==> config.mk <==
export PLATFORM = sky130hd
export DESIGN_NAME = detection_track_table
export DESIGN_NICKNAME = d
export VERILOG_FILES = /design/src/design/dtt_pkg.sv /design/src/design/dtt_ram.sv /design/src/design/detection_track_table.sv
export SDC_FILE = /design/constraint.sdc
export NUM_CORES = 2
export LEC_CHECK = 0
export BUFFER_PORTS_ARGS = -buffer_cell sky130_fd_sc_hd__buf_4
export CORE_ASPECT_RATIO = 1.25
export CORE_UTILIZATION = 57
export DETAILED_ROUTE_END_ITERATION = 10
export PLACE_DENSITY_LB_ADDON = 0.05
export SLEW_MARGIN = 20
export SYNTH_ARGS = -nofsm -noshare
export SYNTH_HDL_FRONTEND = slang
export SYNTH_SLANG_ARGS = --single-unit
==> constraint.sdc <==
create_clock -name clk_i -period 7.3 [get_ports clk_i]
set_input_delay 1.095 -clock clk_i [delete_from_list [all_inputs] [get_ports clk_i]]
set_output_delay 1.095 -clock clk_i [all_outputs]
set_load 0.01 [all_outputs]
==> src/design/dtt_pkg.sv <==
// Shared types and constants for the detection track table.
package dtt_pkg;

  // Request codes
  localparam logic [1:0] REQ_FRAME_START = 2'd0;
  localparam logic [1:0] REQ_DETECT      = 2'd1;
  localparam logic [1:0] REQ_FRAME_END   = 2'd2;
  localparam logic [1:0] REQ_UNUSED      = 2'd3;

  // Result action codes
  localparam logic [2:0] ACT_DONE    = 3'd0;
  localparam logic [2:0] ACT_GATED   = 3'd1;
  localparam logic [2:0] ACT_ADDED   = 3'd2;
  localparam logic [2:0] ACT_UPDATED = 3'd3;
  localparam logic [2:0] ACT_REMOVED = 3'd4;
  localparam logic [2:0] ACT_FULL    = 3'd5;
  localparam logic [2:0] ACT_IGNORED = 3'd6;
  localparam logic [2:0] ACT_PURGED  = 3'd7;

  // Configuration register indexes
  localparam logic [2:0] CFG_FRAME_WIDTH  = 3'd0;
  localparam logic [2:0] CFG_FRAME_HEIGHT = 3'd1;
  localparam logic [2:0] CFG_BORDER_PAD   = 3'd2;
  localparam logic [2:0] CFG_NEAR_WINDOW  = 3'd3;
  localparam logic [2:0] CFG_INITIAL_LIFE = 3'd4;

  localparam int AREA_BITS = 25;
  localparam logic [AREA_BITS-1:0] AREA_MAX = {AREA_BITS{1'b1}};
  localparam logic [AREA_BITS-1:0] LOWER_RESET = 25'd200;
  localparam logic [14:0] START_DIST = 15'd10000;

endpackage

==> src/design/dtt_ram.sv <==
// Generic RAM with one write port and one registered read port.
module dtt_ram #(
  parameter int Width = 8,
  parameter int Depth = 16
) (
  input  logic                     clk_i,
  input  logic                     we_i,
  input  logic [$clog2(Depth)-1:0] waddr_i,
  input  logic [Width-1:0]         wdata_i,
  input  logic [$clog2(Depth)-1:0] raddr_i,
  output logic [Width-1:0]         rdata_o
);

  logic [Width-1:0] mem_q [Depth];

  // Write and read
  always_ff @(posedge clk_i) begin
    if (we_i) begin
      mem_q[waddr_i] <= wdata_i;
    end
    rdata_o <= mem_q[raddr_i];
  end

endmodule

==> src/design/detection_track_table.sv <==
// Top level of the detection track table: sequencer, shared multiplier and table RAM.
//
// Usage: raise start with req_type_i and the box fields while busy is low.
// The block raises busy for the length of the item and then shows exactly one
// result (action_o, slot_o, target_total_o) for one cycle with done_o high.
// Configuration is written through cfg_we_i / cfg_index_i / cfg_wdata_i while
// idle; a write takes effect at once.
// Work per item, with N entries in the table (all work goes through the one table
// RAM, whose read port reads one entry a cycle, and one shared 25x25 multiplier):
//   frame start: area products, then a life sweep over the N entries
//   detection:   the gates and the nearest search over the N entries,
//                plus a shift of the later entries when an entry is removed
//   frame end:   a scan that purges zero-life entries, each with a shift
// Only one item is in flight; busy drops in the done_o cycle, so the next item
// can be accepted at the edge that ends the result cycle.
// Reset empties the table (count to zero), restores the area bounds and the
// registers; no clearing pass is needed. The receiver cannot stall.
module detection_track_table #(
  parameter int MAX_TARGETS = 20,
  parameter int COORD_BITS  = 12
) (
  input  logic                  clk_i,
  input  logic                  rst_ni,
  input  logic                  start,
  output logic                  busy,
  input  logic [1:0]            req_type_i,
  input  logic [11:0]           box_x_i,
  input  logic [11:0]           box_y_i,
  input  logic [11:0]           box_w_i,
  input  logic [11:0]           box_h_i,
  input  logic [23:0]           region_area_i,
  input  logic                  classifier_hit_i,
  input  logic                  current_frame_only_i,
  input  logic                  cfg_we_i,
  input  logic [2:0]            cfg_index_i,
  input  logic [11:0]           cfg_wdata_i,
  output logic                  done_o,
  output logic [2:0]            action_o,
  output logic [4:0]            slot_o,
  output logic [4:0]            target_total_o
);
  import dtt_pkg::*;

  localparam int IW = (MAX_TARGETS > 1) ? $clog2(MAX_TARGETS) : 1;
  localparam int CW = $clog2(MAX_TARGETS + 1);
  localparam int EW = 4 * COORD_BITS + 8;

  // Sequencer states
  localparam logic [4:0] S_IDLE    = 5'd0;
  localparam logic [4:0] S_FS_RD0  = 5'd1;
  localparam logic [4:0] S_FS_M0   = 5'd2;
  localparam logic [4:0] S_FS_M1   = 5'd3;
  localparam logic [4:0] S_FS_RDL  = 5'd4;
  localparam logic [4:0] S_FS_M2   = 5'd5;
  localparam logic [4:0] S_FS_LRD  = 5'd6;
  localparam logic [4:0] S_FS_LWR  = 5'd7;
  localparam logic [4:0] S_DT_G0   = 5'd8;
  localparam logic [4:0] S_DT_G1   = 5'd9;
  localparam logic [4:0] S_DT_G2   = 5'd10;
  localparam logic [4:0] S_DT_G3   = 5'd11;
  localparam logic [4:0] S_DT_G4   = 5'd12;
  localparam logic [4:0] S_DT_SRD  = 5'd13;
  localparam logic [4:0] S_DT_SCMP = 5'd14;
  localparam logic [4:0] S_DT_DEC  = 5'd15;
  localparam logic [4:0] S_DT_UPR  = 5'd16;
  localparam logic [4:0] S_DT_UPW  = 5'd17;
  localparam logic [4:0] S_SH_RD   = 5'd18;
  localparam logic [4:0] S_SH_WR   = 5'd19;
  localparam logic [4:0] S_FE_RD   = 5'd20;
  localparam logic [4:0] S_FE_CHK  = 5'd21;
  localparam logic [4:0] S_DONE    = 5'd22;

  // Configuration registers
  logic [11:0] frame_width_q, frame_height_q, near_window_q;
  logic [7:0]  border_pad_q, initial_life_q;

  always_ff @(posedge clk_i or negedge rst_ni) begin
    if (!rst_ni) begin
      frame_width_q  <= 12'd640;
      frame_height_q <= 12'd480;
      border_pad_q   <= 8'd10;
      near_window_q  <= 12'd50;
      initial_life_q <= 8'd5;
    end else if (cfg_we_i) begin
      unique case (cfg_index_i)
        CFG_FRAME_WIDTH:  frame_width_q  <= cfg_wdata_i;
        CFG_FRAME_HEIGHT: frame_height_q <= cfg_wdata_i;
        CFG_BORDER_PAD:   border_pad_q   <= cfg_wdata_i[7:0];
        CFG_NEAR_WINDOW:  near_window_q  <= cfg_wdata_i;
        CFG_INITIAL_LIFE: initial_life_q <= cfg_wdata_i[7:0];
        default: ;
      endcase
    end
  end

  // Table RAM: one entry {x, y, w, h, life} per word
  logic          ram_we;
  logic [IW-1:0] ram_waddr, ram_raddr;
  logic [EW-1:0] ram_wdata, ram_rdata;

  dtt_ram #(.Width(EW), .Depth(MAX_TARGETS)) u_ram (
    .clk_i   (clk_i),
    .we_i    (ram_we),
    .waddr_i (ram_waddr),
    .wdata_i (ram_wdata),
    .raddr_i (ram_raddr),
    .rdata_o (ram_rdata)
  );

  logic [COORD_BITS-1:0] rd_x, rd_y, rd_w, rd_h;
  logic [7:0]            rd_life;
  assign {rd_x, rd_y, rd_w, rd_h, rd_life} = ram_rdata;

  // Shared multiplier, registered product
  logic [24:0] mul_a, mul_b;
  logic [49:0] prod_q;

  always_ff @(posedge clk_i) begin
    prod_q <= mul_a * mul_b;
  end

  // Item and working registers
  logic [4:0]            state_q, state_d;
  logic [1:0]            req_q;
  logic [11:0]           bx_q, by_q, bw_q, bh_q;
  logic [23:0]           area_q;
  logic                  hit_q, cur_q;
  logic [CW-1:0]         count_q, count_d;
  logic [AREA_BITS-1:0]  upper_q, upper_d, lower_q, lower_d;
  logic [CW-1:0]         idx_q, idx_d;
  logic [IW-1:0]         best_idx_q, best_idx_d;
  logic [14:0]           best_q, best_d;
  logic                  near_q, near_d;
  logic                  gate_q, gate_d;
  logic [49:0]           tmp_q, tmp_d;
  logic [2:0]            act_q, act_d;
  logic [4:0]            slot_q, slot_d;
  logic                  done_q, done_d;

  // Border test in signed 16-bit arithmetic
  logic signed [15:0] sx, sy, sw, sh, spad, swid, shgt;
  logic               ok_border;
  assign sx   = signed'({4'd0, bx_q});
  assign sy   = signed'({4'd0, by_q});
  assign sw   = signed'({4'd0, bw_q});
  assign sh   = signed'({4'd0, bh_q});
  assign spad = signed'({8'd0, border_pad_q});
  assign swid = signed'({4'd0, frame_width_q});
  assign shgt = signed'({4'd0, frame_height_q});
  assign ok_border = (sx > spad) && (sy > spad) && (sx + sw < swid - spad) &&
                     (sy + sh < shgt - spad);

  // Distance to the entry read this cycle
  logic [12:0] ex13, ey13, bx13, by13;
  logic [12:0] dx, dy;
  logic [13:0] dsum;
  assign ex13 = 13'(rd_x);
  assign ey13 = 13'(rd_y);
  assign bx13 = {1'b0, bx_q};
  assign by13 = {1'b0, by_q};
  assign dx   = (bx13 >= ex13) ? bx13 - ex13 : ex13 - bx13;
  assign dy   = (by13 >= ey13) ? by13 - ey13 : ey13 - by13;
  assign dsum = {1'b0, dx} + {1'b0, dy};

  logic [EW-1:0] new_entry;
  assign new_entry = {COORD_BITS'(bx_q), COORD_BITS'(by_q), COORD_BITS'(bw_q),
                      COORD_BITS'(bh_q), 8'd0};

  logic [49:0] area2;
  assign area2 = {25'd0, area_q, 1'b0};

  assign busy = (state_q != S_IDLE);

  // Sequencer
  always_comb begin
    state_d    = state_q;
    count_d    = count_q;
    upper_d    = upper_q;
    lower_d    = lower_q;
    idx_d      = idx_q;
    best_idx_d = best_idx_q;
    best_d     = best_q;
    near_d     = near_q;
    gate_d     = gate_q;
    tmp_d      = tmp_q;
    act_d      = act_q;
    slot_d     = slot_q;
    done_d     = 1'b0;
    ram_we     = 1'b0;
    ram_waddr  = idx_q[IW-1:0];
    ram_wdata  = ram_rdata;
    ram_raddr  = idx_q[IW-1:0];
    mul_a      = '0;
    mul_b      = '0;

    unique case (state_q)
      S_IDLE: begin
        if (start) begin
          act_d  = ACT_DONE;
          slot_d = '0;
          idx_d  = '0;
          unique case (req_type_i)
            REQ_FRAME_START: state_d = S_FS_RD0;
            REQ_DETECT:      state_d = S_DT_G0;
            REQ_FRAME_END:   state_d = S_FE_RD;
            default:         state_d = S_DONE;
          endcase
        end
      end

      // Frame start: W*H, then entry products, then life sweep
      S_FS_RD0: begin
        ram_raddr = '0;
        mul_a = 25'(frame_width_q);
        mul_b = 25'(frame_height_q);
        state_d = S_FS_M0;
      end
      S_FS_M0: begin
        tmp_d = {prod_q[49:1], 1'b0};
        mul_a = 25'(rd_w);
        mul_b = 25'(rd_h);
        ram_raddr = IW'(count_q - CW'(1));
        state_d = S_FS_M1;
      end
      S_FS_M1: begin
        // prod_q holds w0*h0; keep the last entry on the read port
        ram_raddr = IW'(count_q - CW'(1));
        if (count_q != '0 && {prod_q[47:0], 2'b00} < tmp_q && prod_q[49:48] == 2'b00) begin
          tmp_d = {prod_q[47:0], 2'b00};
        end
        state_d = S_FS_RDL;
      end
      S_FS_RDL: begin
        upper_d = (tmp_q > 50'(AREA_MAX)) ? AREA_MAX : tmp_q[AREA_BITS-1:0];
        mul_a = 25'(rd_w);
        mul_b = 25'(rd_h);
        state_d = S_FS_M2;
      end
      S_FS_M2: begin
        if (count_q != '0 && prod_q > 50'(LOWER_RESET)) begin
          lower_d = (prod_q > 50'(AREA_MAX)) ? AREA_MAX : prod_q[AREA_BITS-1:0];
        end else begin
          lower_d = LOWER_RESET;
        end
        idx_d = '0;
        state_d = S_FS_LRD;
      end
      S_FS_LRD: begin
        if (idx_q >= count_q) begin
          state_d = S_DONE;
        end else begin
          state_d = S_FS_LWR;
        end
      end
      S_FS_LWR: begin
        ram_we    = 1'b1;
        ram_wdata = {ram_rdata[EW-1:8], rd_life - 8'd1};
        idx_d     = idx_q + CW'(1);
        ram_raddr = IW'(idx_q + CW'(1));
        state_d   = S_FS_LRD;
      end

      // Detection gates: hit flag and area, then aspect through the shared multiplier
      S_DT_G0: begin
        gate_d = !hit_q || (area2 > 50'(upper_q)) || (area2 < 50'(lower_q));
        mul_a = 25'd5;
        mul_b = 25'(bw_q);
        state_d = S_DT_G1;
      end
      S_DT_G1: begin
        tmp_d = prod_q;
        mul_a = 25'd3;
        mul_b = 25'(bh_q);
        state_d = S_DT_G2;
      end
      S_DT_G2: begin
        if (tmp_q < prod_q) gate_d = 1'b1;
        mul_a = 25'd10;
        mul_b = 25'(bw_q);
        state_d = S_DT_G3;
      end
      S_DT_G3: begin
        tmp_d = prod_q;
        mul_a = 25'd13;
        mul_b = 25'(bh_q);
        state_d = S_DT_G4;
      end
      S_DT_G4: begin
        if (gate_d || tmp_q > prod_q || gate_q) begin
          act_d   = ACT_GATED;
          state_d = S_DONE;
        end else begin
          idx_d      = '0;
          best_d     = START_DIST;
          best_idx_d = '0;
          near_d     = 1'b0;
          state_d    = S_DT_SRD;
        end
      end
      S_DT_SRD: begin
        if (idx_q >= count_q) begin
          state_d = S_DT_DEC;
        end else begin
          state_d = S_DT_SCMP;
        end
      end
      S_DT_SCMP: begin
        if (dx <= 13'(near_window_q) && dy <= 13'(near_window_q)) begin
          near_d = 1'b1;
          if ({1'b0, dsum} < best_q) begin
            best_d     = {1'b0, dsum};
            best_idx_d = idx_q[IW-1:0];
          end
        end
        idx_d     = idx_q + CW'(1);
        ram_raddr = IW'(idx_q + CW'(1));
        state_d   = S_DT_SRD;
      end
      S_DT_DEC: begin
        ram_raddr = best_idx_q;
        if (!near_q) begin
          if (cur_q || !ok_border) begin
            act_d   = ACT_IGNORED;
            state_d = S_DONE;
          end else if (count_q >= CW'(MAX_TARGETS)) begin
            act_d   = ACT_FULL;
            state_d = S_DONE;
          end else begin
            ram_we    = 1'b1;
            ram_waddr = count_q[IW-1:0];
            ram_wdata = {new_entry[EW-1:8], initial_life_q};
            slot_d    = 5'(count_q);
            count_d   = count_q + CW'(1);
            act_d     = ACT_ADDED;
            state_d   = S_DONE;
          end
        end else if (ok_border) begin
          slot_d  = 5'(best_idx_q);
          act_d   = ACT_UPDATED;
          state_d = S_DT_UPR;
        end else begin
          slot_d  = 5'(best_idx_q);
          act_d   = ACT_REMOVED;
          idx_d   = CW'(best_idx_q);
          ram_raddr = IW'(CW'(best_idx_q) + CW'(1));
          state_d = S_SH_RD;
        end
      end
      S_DT_UPR: begin
        // Hold the matched entry on the read port
        ram_raddr = best_idx_q;
        state_d = S_DT_UPW;
      end
      S_DT_UPW: begin
        ram_we    = 1'b1;
        ram_waddr = best_idx_q;
        ram_wdata = {new_entry[EW-1:8], rd_life + 8'd1};
        state_d   = S_DONE;
      end

      // Shift later entries down one slot from idx_q
      S_SH_RD: begin
        ram_raddr = IW'(idx_q + CW'(1));
        if (idx_q + CW'(1) >= count_q) begin
          count_d = count_q - CW'(1);
          if (req_q == REQ_FRAME_END) begin
            // Resume the purge at the slot that was just refilled
            idx_d     = CW'(best_idx_q);
            ram_raddr = best_idx_q;
            state_d   = S_FE_RD;
          end else begin
            state_d = S_DONE;
          end
        end else begin
          state_d = S_SH_WR;
        end
      end
      S_SH_WR: begin
        ram_we    = 1'b1;
        ram_waddr = idx_q[IW-1:0];
        idx_d     = idx_q + CW'(1);
        ram_raddr = IW'(idx_q + CW'(2));
        state_d   = S_SH_RD;
      end

      // Frame end: purge zero-life entries
      S_FE_RD: begin
        if (idx_q >= count_q) begin
          state_d = S_DONE;
        end else begin
          state_d = S_FE_CHK;
        end
      end
      S_FE_CHK: begin
        if (rd_life == 8'd0) begin
          act_d      = ACT_PURGED;
          best_idx_d = idx_q[IW-1:0];
          ram_raddr  = IW'(idx_q + CW'(1));
          state_d    = S_SH_RD;
        end else begin
          idx_d     = idx_q + CW'(1);
          ram_raddr = IW'(idx_q + CW'(1));
          state_d   = S_FE_RD;
        end
      end

      S_DONE: begin
        done_d  = 1'b1;
        state_d = S_IDLE;
      end
      default: state_d = S_IDLE;
    endcase
  end

  // Control registers
  always_ff @(posedge clk_i or negedge rst_ni) begin
    if (!rst_ni) begin
      state_q <= S_IDLE;
      count_q <= '0;
      upper_q <= '0;
      lower_q <= LOWER_RESET;
      done_q  <= 1'b0;
    end else begin
      state_q <= state_d;
      count_q <= count_d;
      upper_q <= upper_d;
      lower_q <= lower_d;
      done_q  <= done_d;
    end
  end

  // Payload and working registers
  always_ff @(posedge clk_i) begin
    if (start && !busy) begin
      req_q  <= req_type_i;
      bx_q   <= box_x_i;
      by_q   <= box_y_i;
      bw_q   <= box_w_i;
      bh_q   <= box_h_i;
      area_q <= region_area_i;
      hit_q  <= classifier_hit_i;
      cur_q  <= current_frame_only_i;
    end
    idx_q      <= idx_d;
    best_idx_q <= best_idx_d;
    best_q     <= best_d;
    near_q     <= near_d;
    gate_q     <= gate_d;
    tmp_q      <= tmp_d;
    act_q      <= act_d;
    slot_q     <= slot_d;
  end

  // Result beat
  assign done_o         = done_q;
  assign action_o       = act_q;
  assign slot_o         = slot_q;
  assign target_total_o = 5'(count_q);

endmodule

==> out/results.txt <==
First DRT Iteration DRCs = 4,121
RR Startpoint = by_q[1]$_DFFE_PP_
mux share of post-synthesis cell area = 0.1003
Setup WS post-layout = 0.2999 ns
Post-Synthesis Net Count = 5,860
setup TNS = 0 ns
post-synthesis sequential area ratio = 0.5973
layer with the highest usage = met2
r2r worst-path depth = 28
I/O pin cnt = 110
R2R Path End = u_ram.rdata_o[32]$_DFF_P_
Synth async-reset ratio = 0.07777
post-synthesis compound-gate area fraction = 0.07695
via/cell ratio = 6.124
ant diodes = 0
adder-cell area share of the yosys netlist = 0.09611
Vias = 44,492
cts hold-fix bufs = 0
chip width = 317.2 um
XOR/XNOR Fraction of Synth Area = 0.01312
GRT met2 Usage = 0.5206
distinct cell type count after synthesis = 88
worst clock skew = 0.02673 ns
Mapped Area = 70,770 um2
Slowest-stage cell, CP = o211ai_1
cell taking the most area after synthesis = edfxtp_1
layout net count = 6,107
ANT nets after route = 0
CTS buffer count = 146
total wire length = 197,200 um
Die ar. = 125,600 um2
Finished Layout Cells = 7,265
max_cap viols = 0
synthesized area per cell = 13.38 um2
post-placement cell count = 6,987
DP Wirelength = 132,900 um
H-tree Lvls = 4
largest net degree at the start of global routing = 90
post-synthesis simple-gate area fraction = 0.07942
Initial Util = 0.5742
Crit path max-delay family = compound AO/OA/AOI/OAI gates
crit-path max FO = 40
initial antenna violation count = 7
final setup violation count = 0
flop2flop setup slack = 0.30 ns
GRT Util Overall = 0.3160
Setup crit start kind = register
drt first pass iters = 6
unrepaired setup endpoints after global routing = no
Synth Warn # = 0
Worst EP required = 7.90 ns
EDFF count, synth = 1,258
Longest Clk Path Bufs = 3
pre-CTS WS = -0.05128 ns
CTS root buf = clkbuf_16
#FFs+latches synth = 1,453
Worst-Skew Late Latency = 0.80 ns
CTS tree = done
stages on the worst setup path = 28
Core Area = 123,200 um2
routed length per instance = 27.15 um
vias in the first global route = 43,965
layout cells sized above 1 = 0.1392
WS Path Type = register to register
Worst path max stage delay = 0.91 ns
grt met1 use = 0.4200
Least-Margin Pin Slew = 1.118 ns
met3 GRT Util = 0.04640
clk slew on worst S/H paths = 0.06 ns
std cell rows = 144
GP Congestion = 0.9935
area grow syn2layout = 13.18%
Rel. slew slack = 0.2511
Die Y = 395.9 um
Top FF cell, synth = edfxtp_1
status = finished clean
crit path DAT = 7.60 ns
ranking of synthesized cells by area = edfxtp_1 53%, ha_1 6.5%, mux2i_1 5.8%
IO buf count = 109
top cell type's share of synthesized area = 0.5338
first-pass GRT wire length = 286,900 um
minimum clock period = 7.000 ns
Critical Path Sink Type = register
fraction of the cycle the final worst path needs = 0.9589
FMAX = 142.9 MHz
Final Hold Viols = 0
total congestion overflow = 0
Post-Route Utilization = 0.6499
drt drc = 0
main combinational cell family by area after synthesis = multiplexers
WP buf/inv = 4
synthesized instance count = 5,288
HP Class = input port to async pin
max-slew violation count = 0
CTS Sinks = 1,453
## area by class of cell
cell class / instances / area (um2)
Clock buffer: 178 / 3948
Sequential cell: 1453 / 42270
Tap cell: 1606 / 2009
Inverter: 397 / 1491
Clock inverter: 94 / 1170
Timing Repair Buffer: 319 / 3037
Multi-Input combinational cell: 3218 / 26170
Fill cell: 9200 / 43150
## worst max path at each step
stage                                           start                           end
final                               by_q[1]$_DFFE_PP_     u_ram.rdata_o[32]$_DFF_P_
after floorplan           border_pad_q[1]$_DFFE_PN1P_  u_ram.mem_q[16][0]$_DFFE_PP_
after CTS                           bh_q[1]$_DFFE_PP_     u_ram.rdata_o[33]$_DFF_P_
after detailed placement  border_pad_q[1]$_DFFE_PN1P_     u_ram.rdata_o[32]$_DFF_P_
after global routing                by_q[1]$_DFFE_PP_     u_ram.rdata_o[33]$_DFF_P_
after global placement    border_pad_q[1]$_DFFE_PN1P_     u_ram.rdata_o[32]$_DFF_P_
## flip-flops by register name, summed over array words and instances (netlist names), 8 cells and up
name	count
u_ram.mem_q	1120
u_ram.rdata_o	56
tmp_q	28
prod_q	26
lower_q	25
upper_q	25
area_q	24
best_q	14
bh_q	12
bw_q	12
bx_q	12
by_q	12
frame_height_q	12
frame_width_q	12
near_window_q	12
border_pad_q	8
initial_life_q	8
## placed cells by master (no fill, tap or decap), types with 24 or more instances in the layout
cell type	instances
clkinv_2	25
dfxtp_1	82
nor3_1	26
o21a_1	37
xnor2_1	76
ha_1	366
clkinv_1	26
mux2i_1	411
xor2_1	30
buf_4	268
nand3_1	204
edfxtp_1	1258
nor2b_1	33
fa_1	111
nor2_1	209
inv_1	394
nand4_1	39
a21oi_1	144
o22ai_1	29
nand2b_1	29
and2_1	24
a22oi_1	74
clkbuf_16	152
mux4_2	108
a21o_1	80
dfrtp_1	96
o211ai_1	72
nor2_4	24
o21ai_1	25
mux2_2	49
nand2_1	581
o21ai_0	151
buf_12	43
## metal layers
metal / share of wire / routed length, um
met3: 0.066 / 13090
met1: 0.40 / 79570
met2: 0.49 / 96020
met4: 0.043 / 8515
met5: 0.00023 / 45
## cells in the mapped netlist (all sizes together) (14+ instances only)
library cell and number:
o21ai 180, nor2b 33, xnor2 76, o22ai 29, mux2 49, a221o 20
nand3 205, a211oi 18, dfrtp 97, nor3 31, a22oi 74, nand2 583
and3 20, ha 366, dfstp 16, a21oi 144, fa 111, nand2b 29
buf 112, dfxtp 82, mux4 108, o211ai 72, nand4 39, a31oi 14
a21o 80, o21a 37, o21bai 20, mux2i 411, and2 25, nor2 234
a22o 14, edfxtp 1258, inv 397, xor2 30, clkbuf 108
## cell families (layout without fill, tap and decap cells)
kind of cell    after synthesis  in the layout
flops                      1453           1453
simple gates               1260           1260
compound gates              807            807
buf+inv                     617            988
mux                         568            568
fa+ha+maj                   477            477
xor+xnor                    106            106
## through the flow
stage / area (um2) / hold WS (ns)
final: 80090 / 0.4000
after detailed placement: 74800 / 0.4701
after floorplan: 70780 / 0.4498
after global routing: 80090 / 0.4296
after global placement: 74800 / 0.4645
after CTS: 79910 / 0.4153
## repair_timing
item	CTS	global route
gates cloned	0	3
buffers inserted	0	4
pin swaps	0	2
endpoints found under the setup margin	1	10
gates resized for setup	0	18
Power is left out: the tool's default activity adds up to more than one toggle a clock period on the data nets, which glitch-free logic cannot reach.
